==> config.mk <==
export PLATFORM = sky130hd
export DESIGN_NAME = scheduled_relay_bank_flat
export DESIGN_NICKNAME = d
export VERILOG_FILES = /design/src/rtl/core/srb_pkg.sv /design/src/rtl/core/srb_chan_if.sv /design/src/rtl/core/srb_bank.sv /design/src/rtl/core/scheduled_relay_bank.sv /design/src/flat_wrapper.sv
export SDC_FILE = /design/constraint.sdc
export NUM_CORES = 1
export LEC_CHECK = 0
export BUFFER_PORTS_ARGS = -buffer_cell sky130_fd_sc_hd__buf_2
export CAP_MARGIN = 20
export CORE_ASPECT_RATIO = 2
export CORE_MARGIN = 5
export CORE_UTILIZATION = 35
export CTS_CLUSTER_DIAMETER = 100
export CTS_CLUSTER_SIZE = 12
export DETAILED_ROUTE_END_ITERATION = 10
export SETUP_SLACK_MARGIN = 0.2
export SYNTH_ARGS = -nofsm -noshare
export SYNTH_HDL_FRONTEND = slang
export SYNTH_SLANG_ARGS = --single-unit
==> constraint.sdc <==
create_clock -name clk -period 5.17 [get_ports clk]
set_input_delay 0.2585 -clock clk [delete_from_list [all_inputs] [get_ports clk]]
set_output_delay 0.2585 -clock clk [all_outputs]
set_load 0.02 [all_outputs]
==> src/rtl/core/srb_pkg.sv <==
// shared types and constants for the scheduled relay bank
// no dependencies; used by srb_bank, scheduled_relay_bank and the testbench
package srb_pkg;

    // addressable channels: relay_index is three bits wide
    localparam int ADDR_W    = 3;
    localparam int MAX_ADDR  = 8;
    localparam int TIME_W    = 32;
    localparam int KIND_W    = 2;
    localparam int PIN_W     = 8;

    localparam logic [TIME_W-1:0] NO_DUE = '1;

    // action codes
    localparam logic [2:0] ACT_SET      = 3'd0;
    localparam logic [2:0] ACT_TOGGLE   = 3'd1;
    localparam logic [2:0] ACT_SCHEDULE = 3'd2;
    localparam logic [2:0] ACT_CANCEL   = 3'd3;
    localparam logic [2:0] ACT_TICK     = 3'd4;
    localparam logic [2:0] ACT_POWER    = 3'd5;
    localparam logic [2:0] ACT_QUERY    = 3'd6;

    // pending change kinds, any other value toggles
    localparam logic [KIND_W-1:0] CHANGE_OFF = 2'd0;
    localparam logic [KIND_W-1:0] CHANGE_ON  = 2'd1;

    typedef struct packed {
        logic [2:0]        action;
        logic [ADDR_W-1:0] relay_index;
        logic              level;
        logic [TIME_W-1:0] time_value;
        logic [KIND_W-1:0] change_kind;
    } req_item_t;

    typedef struct packed {
        logic              accepted;
        logic              queried_level;
        logic [TIME_W-1:0] queried_due_time;
        logic [KIND_W-1:0] queried_change;
        logic [PIN_W-1:0]  pin_levels;
        logic              power_is_off;
    } rsp_item_t;

    // operations on the channel store
    typedef enum logic [2:0] {
        OP_NONE,
        OP_SET,
        OP_TOGGLE,
        OP_SCHEDULE,
        OP_CANCEL,
        OP_SCAN,
        OP_POWER
    } bank_op_e_t;

    typedef struct packed {
        bank_op_e_t        op;
        logic [ADDR_W-1:0] idx;
        logic              level;
        logic [TIME_W-1:0] time_value;
        logic [KIND_W-1:0] kind;
    } bank_op_t;

    typedef struct packed {
        logic              level;
        logic [TIME_W-1:0] due_time;
        logic [KIND_W-1:0] change;
        logic [PIN_W-1:0]  pins;
        logic              master_off;
    } bank_rd_t;

endpackage

==> src/rtl/core/srb_chan_if.sv <==
// valid/ready channel carrying one item of a given payload type
// depends on nothing; payload types come from srb_pkg
interface srb_chan_if #(parameter type payload_t = logic);

    logic     valid;
    logic     ready;
    payload_t data;

    modport source (output valid, output data, input ready);
    modport sink   (input valid, input data, output ready);

endinterface

==> src/rtl/core/srb_bank.sv <==
// channel store: levels, due times, pending changes, master power flag
// holds the shared due-time comparator used by the tick scan; uses srb_pkg
module srb_bank #(
    parameter int CHANNELS = 8
) (
    input  logic             clk,
    input  logic             rst_n,
    input  srb_pkg::bank_op_t op,
    output srb_pkg::bank_rd_t rd
);
    import srb_pkg::*;

    // only the first eight channels can ever be addressed or shown
    localparam int STORED = (CHANNELS < MAX_ADDR) ? CHANNELS : MAX_ADDR;
    localparam int IDX_W  = (STORED > 1) ? $clog2(STORED) : 1;

    logic              level_reg  [STORED];
    logic [TIME_W-1:0] due_reg    [STORED];
    logic [KIND_W-1:0] change_reg [STORED];
    logic              master_off_reg;

    logic [IDX_W-1:0]  addr;
    logic              fire;
    logic              fire_level;

    assign addr = op.idx[IDX_W-1:0];

    // shared compare: channel is due when its time is at or below now
    assign fire = (due_reg[addr] <= op.time_value);

    // level after a scheduled change fires
    always_comb
    begin
        case (change_reg[addr])
            CHANGE_OFF: fire_level = 1'b0;
            CHANGE_ON:  fire_level = 1'b1;
            default:    fire_level = ~level_reg[addr];
        endcase
    end

    // state update
    always_ff @(posedge clk or negedge rst_n)
    begin
        if (!rst_n)
        begin
            for (int c = 0; c < STORED; c++)
            begin
                level_reg[c]  <= 1'b0;
                due_reg[c]    <= NO_DUE;
                change_reg[c] <= CHANGE_OFF;
            end
            master_off_reg <= 1'b0;
        end
        else
        begin
            case (op.op)
                OP_SET:
                begin
                    level_reg[addr] <= op.level;
                end
                OP_TOGGLE:
                begin
                    level_reg[addr] <= ~level_reg[addr];
                end
                OP_SCHEDULE:
                begin
                    due_reg[addr]    <= op.time_value;
                    change_reg[addr] <= op.kind;
                end
                OP_CANCEL:
                begin
                    due_reg[addr] <= NO_DUE;
                end
                OP_SCAN:
                begin
                    if (fire)
                    begin
                        due_reg[addr]   <= NO_DUE;
                        level_reg[addr] <= fire_level;
                    end
                end
                OP_POWER:
                begin
                    master_off_reg <= ~master_off_reg;
                end
                default:
                begin
                end
            endcase
        end
    end

    // driven pins, low while power is off
    for (genvar c = 0; c < PIN_W; c++)
    begin : g_pin
        if (c < STORED)
        begin : g_used
            assign rd.pins[c] = level_reg[c] & ~master_off_reg;
        end
        else
        begin : g_unused
            assign rd.pins[c] = 1'b0;
        end
    end

    // read port at the operation's channel
    assign rd.level      = level_reg[addr];
    assign rd.due_time   = due_reg[addr];
    assign rd.change     = change_reg[addr];
    assign rd.master_off = master_off_reg;

endmodule

==> src/rtl/core/scheduled_relay_bank.sv <==
// scheduled relay bank: one item in, one result out per item
// an item passes from idle through the exec state, the scan state for a tick with power on, then the result state
// the result state holds until no result is held or the held result is taken
// the tick scan compares one channel due time per cycle on the shared comparator
// a new item is taken only in idle; the next item may enter while a result waits
// reset: levels low, due times all ones, pending changes off, power on, no result held
module scheduled_relay_bank #(
    parameter int CHANNELS = 8
) (
    input  logic              clk,
    input  logic              rst_n,
    srb_chan_if.sink          req,
    srb_chan_if.source        rsp
);
    import srb_pkg::*;

    localparam int STORED = (CHANNELS < MAX_ADDR) ? CHANNELS : MAX_ADDR;

    typedef enum logic [1:0] {
        S_IDLE,
        S_EXEC,
        S_SCAN,
        S_RESULT
    } state_t;

    state_t            state_reg, state_next;
    req_item_t         item_reg, item_next;
    logic [ADDR_W-1:0] scan_reg, scan_next;
    logic              acc_reg, acc_next;
    logic              out_valid_reg, out_valid_next;
    rsp_item_t         out_data_reg, out_data_next;

    bank_op_t          op;
    bank_rd_t          rd;
    logic              idx_valid;
    logic              scan_last;
    logic              out_free;

    srb_bank #(
        .CHANNELS (CHANNELS)
    ) u_bank (
        .clk   (clk),
        .rst_n (rst_n),
        .op    (op),
        .rd    (rd)
    );

    assign idx_valid = ({29'd0, item_reg.relay_index} < 32'(CHANNELS));
    assign scan_last = (scan_reg == ADDR_W'(STORED - 1));
    assign out_free  = ~out_valid_reg | rsp.ready;

    assign req.ready = (state_reg == S_IDLE);
    assign rsp.valid = out_valid_reg;
    assign rsp.data  = out_data_reg;

    // operation issued to the channel store
    always_comb
    begin
        op.op         = OP_NONE;
        op.idx        = item_reg.relay_index;
        op.level      = item_reg.level;
        op.time_value = item_reg.time_value;
        op.kind       = item_reg.change_kind;
        case (state_reg)
            S_EXEC:
            begin
                case (item_reg.action)
                    ACT_SET:
                    begin
                        if (idx_valid && !rd.master_off)
                            op.op = OP_SET;
                    end
                    ACT_TOGGLE:
                    begin
                        if (idx_valid && !rd.master_off)
                            op.op = OP_TOGGLE;
                    end
                    ACT_SCHEDULE:
                    begin
                        if (idx_valid)
                            op.op = OP_SCHEDULE;
                    end
                    ACT_CANCEL:
                    begin
                        if (idx_valid)
                            op.op = OP_CANCEL;
                    end
                    ACT_POWER:
                    begin
                        op.op = OP_POWER;
                    end
                    default:
                    begin
                    end
                endcase
            end
            S_SCAN:
            begin
                op.op  = OP_SCAN;
                op.idx = scan_reg;
            end
            default:
            begin
            end
        endcase
    end

    // sequencer next state and result assembly
    always_comb
    begin
        state_next     = state_reg;
        item_next      = item_reg;
        scan_next      = scan_reg;
        acc_next       = acc_reg;
        out_valid_next = out_valid_reg;
        out_data_next  = out_data_reg;

        if (rsp.ready)
            out_valid_next = 1'b0;

        case (state_reg)
            S_IDLE:
            begin
                if (req.valid)
                begin
                    item_next  = req.data;
                    state_next = S_EXEC;
                end
            end
            S_EXEC:
            begin
                acc_next = (item_reg.action inside {ACT_SET, ACT_TOGGLE})
                           && idx_valid && !rd.master_off;
                scan_next = '0;
                if ((item_reg.action == ACT_TICK) && !rd.master_off)
                    state_next = S_SCAN;
                else
                    state_next = S_RESULT;
            end
            S_SCAN:
            begin
                scan_next = scan_reg + 1'b1;
                if (scan_last)
                    state_next = S_RESULT;
            end
            S_RESULT:
            begin
                if (out_free)
                begin
                    out_valid_next              = 1'b1;
                    out_data_next.accepted      = acc_reg;
                    out_data_next.pin_levels    = rd.pins;
                    out_data_next.power_is_off  = rd.master_off;
                    if (idx_valid)
                    begin
                        out_data_next.queried_level    = rd.level & ~rd.master_off;
                        out_data_next.queried_due_time = rd.due_time;
                        out_data_next.queried_change   = rd.change;
                    end
                    else
                    begin
                        out_data_next.queried_level    = 1'b0;
                        out_data_next.queried_due_time = NO_DUE;
                        out_data_next.queried_change   = CHANGE_OFF;
                    end
                    state_next = S_IDLE;
                end
            end
            default:
            begin
                state_next = S_IDLE;
            end
        endcase
    end

    // state and registered outputs
    always_ff @(posedge clk or negedge rst_n)
    begin
        if (!rst_n)
        begin
            state_reg     <= S_IDLE;
            scan_reg      <= '0;
            acc_reg       <= 1'b0;
            out_valid_reg <= 1'b0;
        end
        else
        begin
            state_reg     <= state_next;
            item_reg      <= item_next;
            scan_reg      <= scan_next;
            acc_reg       <= acc_next;
            out_valid_reg <= out_valid_next;
            out_data_reg  <= out_data_next;
        end
    end

endmodule

==> src/flat_wrapper.sv <==
// flat-port wrapper written by rule: the top's interface ports become plain ports
module scheduled_relay_bank_flat import srb_pkg::*;
#(
    parameter int CHANNELS = 8
)
  (clk, rst_n, req_valid, req_data, req_ready, rsp_valid, rsp_data, rsp_ready);
  srb_chan_if #(.payload_t(req_item_t)) req_i ();
  srb_chan_if #(.payload_t(rsp_item_t)) rsp_i ();
  input  logic clk;
  input  logic rst_n;
  input wire logic [$bits(req_i.valid)-1:0] req_valid;
  input wire logic [$bits(req_i.data)-1:0] req_data;
  output wire logic [$bits(req_i.ready)-1:0] req_ready;
  output wire logic [$bits(rsp_i.valid)-1:0] rsp_valid;
  output wire logic [$bits(rsp_i.data)-1:0] rsp_data;
  input wire logic [$bits(rsp_i.ready)-1:0] rsp_ready;
  assign req_i.valid = req_valid;
  assign req_i.data = req_data;
  assign req_ready = req_i.ready;
  assign rsp_valid = rsp_i.valid;
  assign rsp_data = rsp_i.data;
  assign rsp_i.ready = rsp_ready;
  scheduled_relay_bank #(.CHANNELS(CHANNELS)) u_core (.clk(clk), .rst_n(rst_n), .req(req_i), .rsp(rsp_i));
endmodule
==> parameters.txt <==
Parameter                              Value

Status
  Outcome ... completed

Worst setup path
  Critical Path Most Common Cell ... buf_4
  Highest-delay cell along the critical path ... nor3_1
  Crit-path max FO ... 17
  Critical path type ... reg2reg
  Largest stage delay on the critical path ... 560 ps
  Critical path data required time ... 5580 ps
  Crit path launch type ... flop
  Worst Path Arrival ... 5170 ps
  Worst setup EP type ... flop
  Cells along the critical path ... inv_1, ha_4, buf_4, nor2_1, a22oi_2, buf_6, o22ai_1, o21a_1, nor3_1, buf_4, ha_1, nand4_1, nor4_1, nor2b_1, o31ai_2, buf_4, a21o_1, nand3_1, mux2_2

Logic synthesis
  Sequential area share after synthesis ... 62.4%
  Count of mapped cells out of synthesis ... 1244
  Asr flop ratio synth ... 77.0%
  FF+latch count, synth ... 374
  Cell area after synthesis ... 0.0162 mm²
  Warnings, synthesis ... 0
  Mapped Nets ... 1327
  Post-Synthesis Mean Instance Area ... 13.0 µm²
  Most used flip-flop cell after synthesis ... dfstp_2
  Count of flip-flops with a built-in enable after synthesis ... 86
  Cell variety after synth ... 65

Detailed routing
  Vias per cell ... 5.97
  Count of routing violations after the opening detailed-route iteration ... 1007
  Detailed-router iteration count before antenna repair ... 5
  Wire length after detailed routing ... 50.7 mm
  Vias post-DR ... 11.8k
  DR DRC count ... 0
  Average routed wire per standard cell ... 25.7 µm
  Final antenna-violating net count ... 0

Place
  Half-perimeter wire length of the detailed placement result ... 32.5 mm
  Port Buffers ... 91
  Place WS ... -192 ps
  Placer Congestion ... 0.878

Floorplanning
  Total core area ... 0.0458 mm²
  DIE AREA ... 0.0510 mm²
  Num ports ... 92
  Chip width ... 162 µm
  Site row count ... 111
  Initial Utilization ... 35.4%
  Vert. Die Dim ... 314 µm

Timing
  Final-layout worst hold slack ... 45.4 ps
  Final Setup Violations ... 0
  RSZ-0062 raised after global routing ... false
  Max frequency ... 0.210 GHz
  Hold Vio Cnt, Final ... 0
  Slew of the pin with the lowest slew margin ... 1080 ps
  Final setup margin ... 415 ps
  Relative slew margins ... 27.7%
  Layout Skew ... 23.5 ps
  Number of pins exceeding their max-slew limit in the final report ... 0
  Final critical-path required period ... 4760 ps
  Period utilisation layout ... 92.0%

Final layout
  Share of post-route cells with drive strength above 1 ... 37.5%
  NumNets Final ... 1467
  Area overhead of the layout relative to synthesis ... 18.9%
  Max FFs per register ... 256
  Final Core Density ... 42.0%
  Antenna fix cells ... 0

Power
  Maximum ir drop on the vdd rail ... 0.235 mV
  Pleak ... 7.26 nW
  Ratio of total power to cell area ... 634 mW/mm²

Global route
  Largest net degree at the start of global routing ... 186
  Global-route congestion overflow total ... 0
  Number of antenna violations at the first check in global routing ... 1
  Via count of the first global-routing pass ... 12.5k
  Global-route wire length before repair ... 76.8 mm
  GRT Util Overall ... 19.6%

Job
  MaxCap Viol Count ... 0

Hold path
  Path class of the lowest-slack min-delay path ... in2reg

Clocking
  Clock slew seen by the registers of the worst setup and hold paths ... 70 ps
  Maximum root-to-sink buffer count ... 3
  Clock H-tree levels ... 2
  Library cell used as clock root buffer ... clkbuf_16
  TritonCTS clock tree ... yes
  Total clock sinks ... 374
  Worst-Skew Late Latency ... 540 ps
  CTS buffer count ... 37
-- power by group --
group	switching [mW]	total, mW	internal (mW)
logic	2.12	4.00	1.88
clock network	1.13	2.47	1.34
registers	0.737	5.74	5.00
-- cells in the mapped netlist, types with 2 or more instances --
| cell | number | area, µm² |
|---|---|---|
| o22a_1 | 264 | 2310 |
| dfstp_2 | 256 | 6730 |
| edfxtp_1 | 86 | 2580 |
| o22ai_1 | 84 | 526 |
| clkbuf_1 | 78 | 293 |
| nand2_1 | 50 | 188 |
| inv_1 | 44 | 165 |
| ha_1 | 38 | 475 |
| nor2_1 | 33 | 124 |
| dfrtp_1 | 32 | 801 |
| nor3_1 | 30 | 150 |
| buf_2 | 28 | 140 |
| mux2_2 | 28 | 315 |
| o221ai_1 | 27 | 236 |
| a21oi_1 | 20 | 100 |
| nand3_1 | 16 | 80.1 |
| nor2b_1 | 14 | 87.6 |
| nand2b_1 | 9 | 56.3 |
| nand4_1 | 9 | 56.3 |
| o21ai_0 | 9 | 45.0 |
| mux2i_1 | 8 | 80.1 |
| buf_1 | 7 | 26.3 |
| a21o_1 | 5 | 37.5 |
| a2111oi_0 | 4 | 35.0 |
| and3_1 | 4 | 25.0 |
| o21a_1 | 4 | 30.0 |
| o21ai_1 | 4 | 20.0 |
| a22o_1 | 3 | 26.3 |
| o31ai_1 | 3 | 22.5 |
| o32a_1 | 3 | 30.0 |
| a21oi_2 | 2 | 17.5 |
| a221o_1 | 2 | 20.0 |
| a22oi_1 | 2 | 15.0 |
| a31oi_1 | 2 | 12.5 |
| buf_6 | 2 | 22.5 |
| nor4_1 | 2 | 12.5 |
| o31a_1 | 2 | 17.5 |
| o32ai_1 | 2 | 17.5 |
| xnor2_1 | 2 | 17.5 |
-- routing by layer --
layer | global-route usage, % | wire [µm] | up-vias
li1 | - | - | 5079
met1 | 21.8 | 18700 | 6102
met2 | 36.3 | 27000 | 435
met3 | 2.31 | 2210 | 150
met4 | 10.4 | 2850 | 0
met5 | 0 | 0 | -
-- cells in the final DEF, fill, tap and decap left out, types with 14 or more instances in the layout --
master | synthesis | routed
edfxtp_1 | 86 | 86
nor2_1 | 33 | 26
a21oi_1 | 20 | 20
buf_2 | 28 | 90
dlygate4sd3_1 | 0 | 42
clkbuf_1 | 78 | 22
nand2_1 | 50 | 49
buf_12 | 0 | 14
dfstp_2 | 256 | 256
o221ai_1 | 27 | 27
o22ai_1 | 84 | 84
nor3_1 | 30 | 28
nand3_1 | 16 | 16
nor2b_1 | 14 | 14
ha_1 | 38 | 37
dfrtp_1 | 32 | 32
o22a_1 | 264 | 264
clkbuf_16 | 0 | 37
inv_1 | 44 | 44
mux2_2 | 28 | 28
buf_4 | 1 | 68
-- layout make-up --
type | instances | area [µm²]
clock buffer | 59 | 1010
clock inverter | 3 | 28.8
fill | 4262 | 26600
inverter | 44 | 165
multi-input combinational | 709 | 5530
sequential | 374 | 10100
tap | 565 | 707
timing repair buffer | 218 | 1710
-- repair_timing --
item,in CTS,in global routing
buffers inserted,2,1
hold endpoints to repair,73,0
resized for setup,6,6
setup endpoints to repair,264,264
cloned,0,0
hold buffers,42,0
-- worst max-delay path: cells and delay by family, from the launching register on --
family / cells / cell delay (ps)
and+or+nand+nor: 6 / 1530
buffers and inverters: 5 / 980
AOI/OAI and AO/OA: 5 / 960
DFF: 1 / 430
adders and majority gates: 2 / 380
muxes: 1 / 350
-- path summary, 6_finish.rpt --
| path | startpoint | end | slack [ps] | depth (start not counted) |
|---|---|---|---|---|
| max in group asynchronous | rst_n | u_core.u_bank.due_reg[213] | 3320 | 3 |
| min in group asynchronous | rst_n | u_core.scan_reg[0] | 520 | 2 |
| max reg2reg | u_core.state_reg[0] | u_core.u_bank.level_reg[5] | 410 | 19 |
| max | u_core.state_reg[0] | u_core.u_bank.level_reg[5] | 410 | 19 |
| min reg2reg | u_core.acc_reg | u_core.rsp.data[44] | 460 | 0 |
| min | rsp_ready | u_core.rsp.valid | 50 | 3 |
-- cells by family (layout without fill, tap and decap cells) --
logic type | Yosys count | after routing | share of synthesized area, %
flip-flops | 374 | 374 | 62.4
multiplexers | 39 | 39 | 2.73
adder cells (fa/ha/maj) | 38 | 38 | 2.93
buffers and inverters | 161 | 324 | 4.07
XOR/XNOR | 2 | 2 | 0.108
AO/OA/AOI/OAI | 452 | 452 | 22.4
AND/OR/NAND/NOR | 178 | 178 | 5.35
-- per-stage QoR --
stage	instance area [µm²]	power (mW)	cells	setup TNS, ps
2_1_floorplan	16200	8.07	1244	0
6_report	19300	12.2	1972	0
4_1_cts	19200	12.2	1971	0
3_5_place_dp	17700	9.68	1865	-39060
3_3_place_gp	17700	9.54	1865	-30150
5_1_grt	19300	12.8	1972	0
No activity file was read; power rests on OpenSTA's default activity.
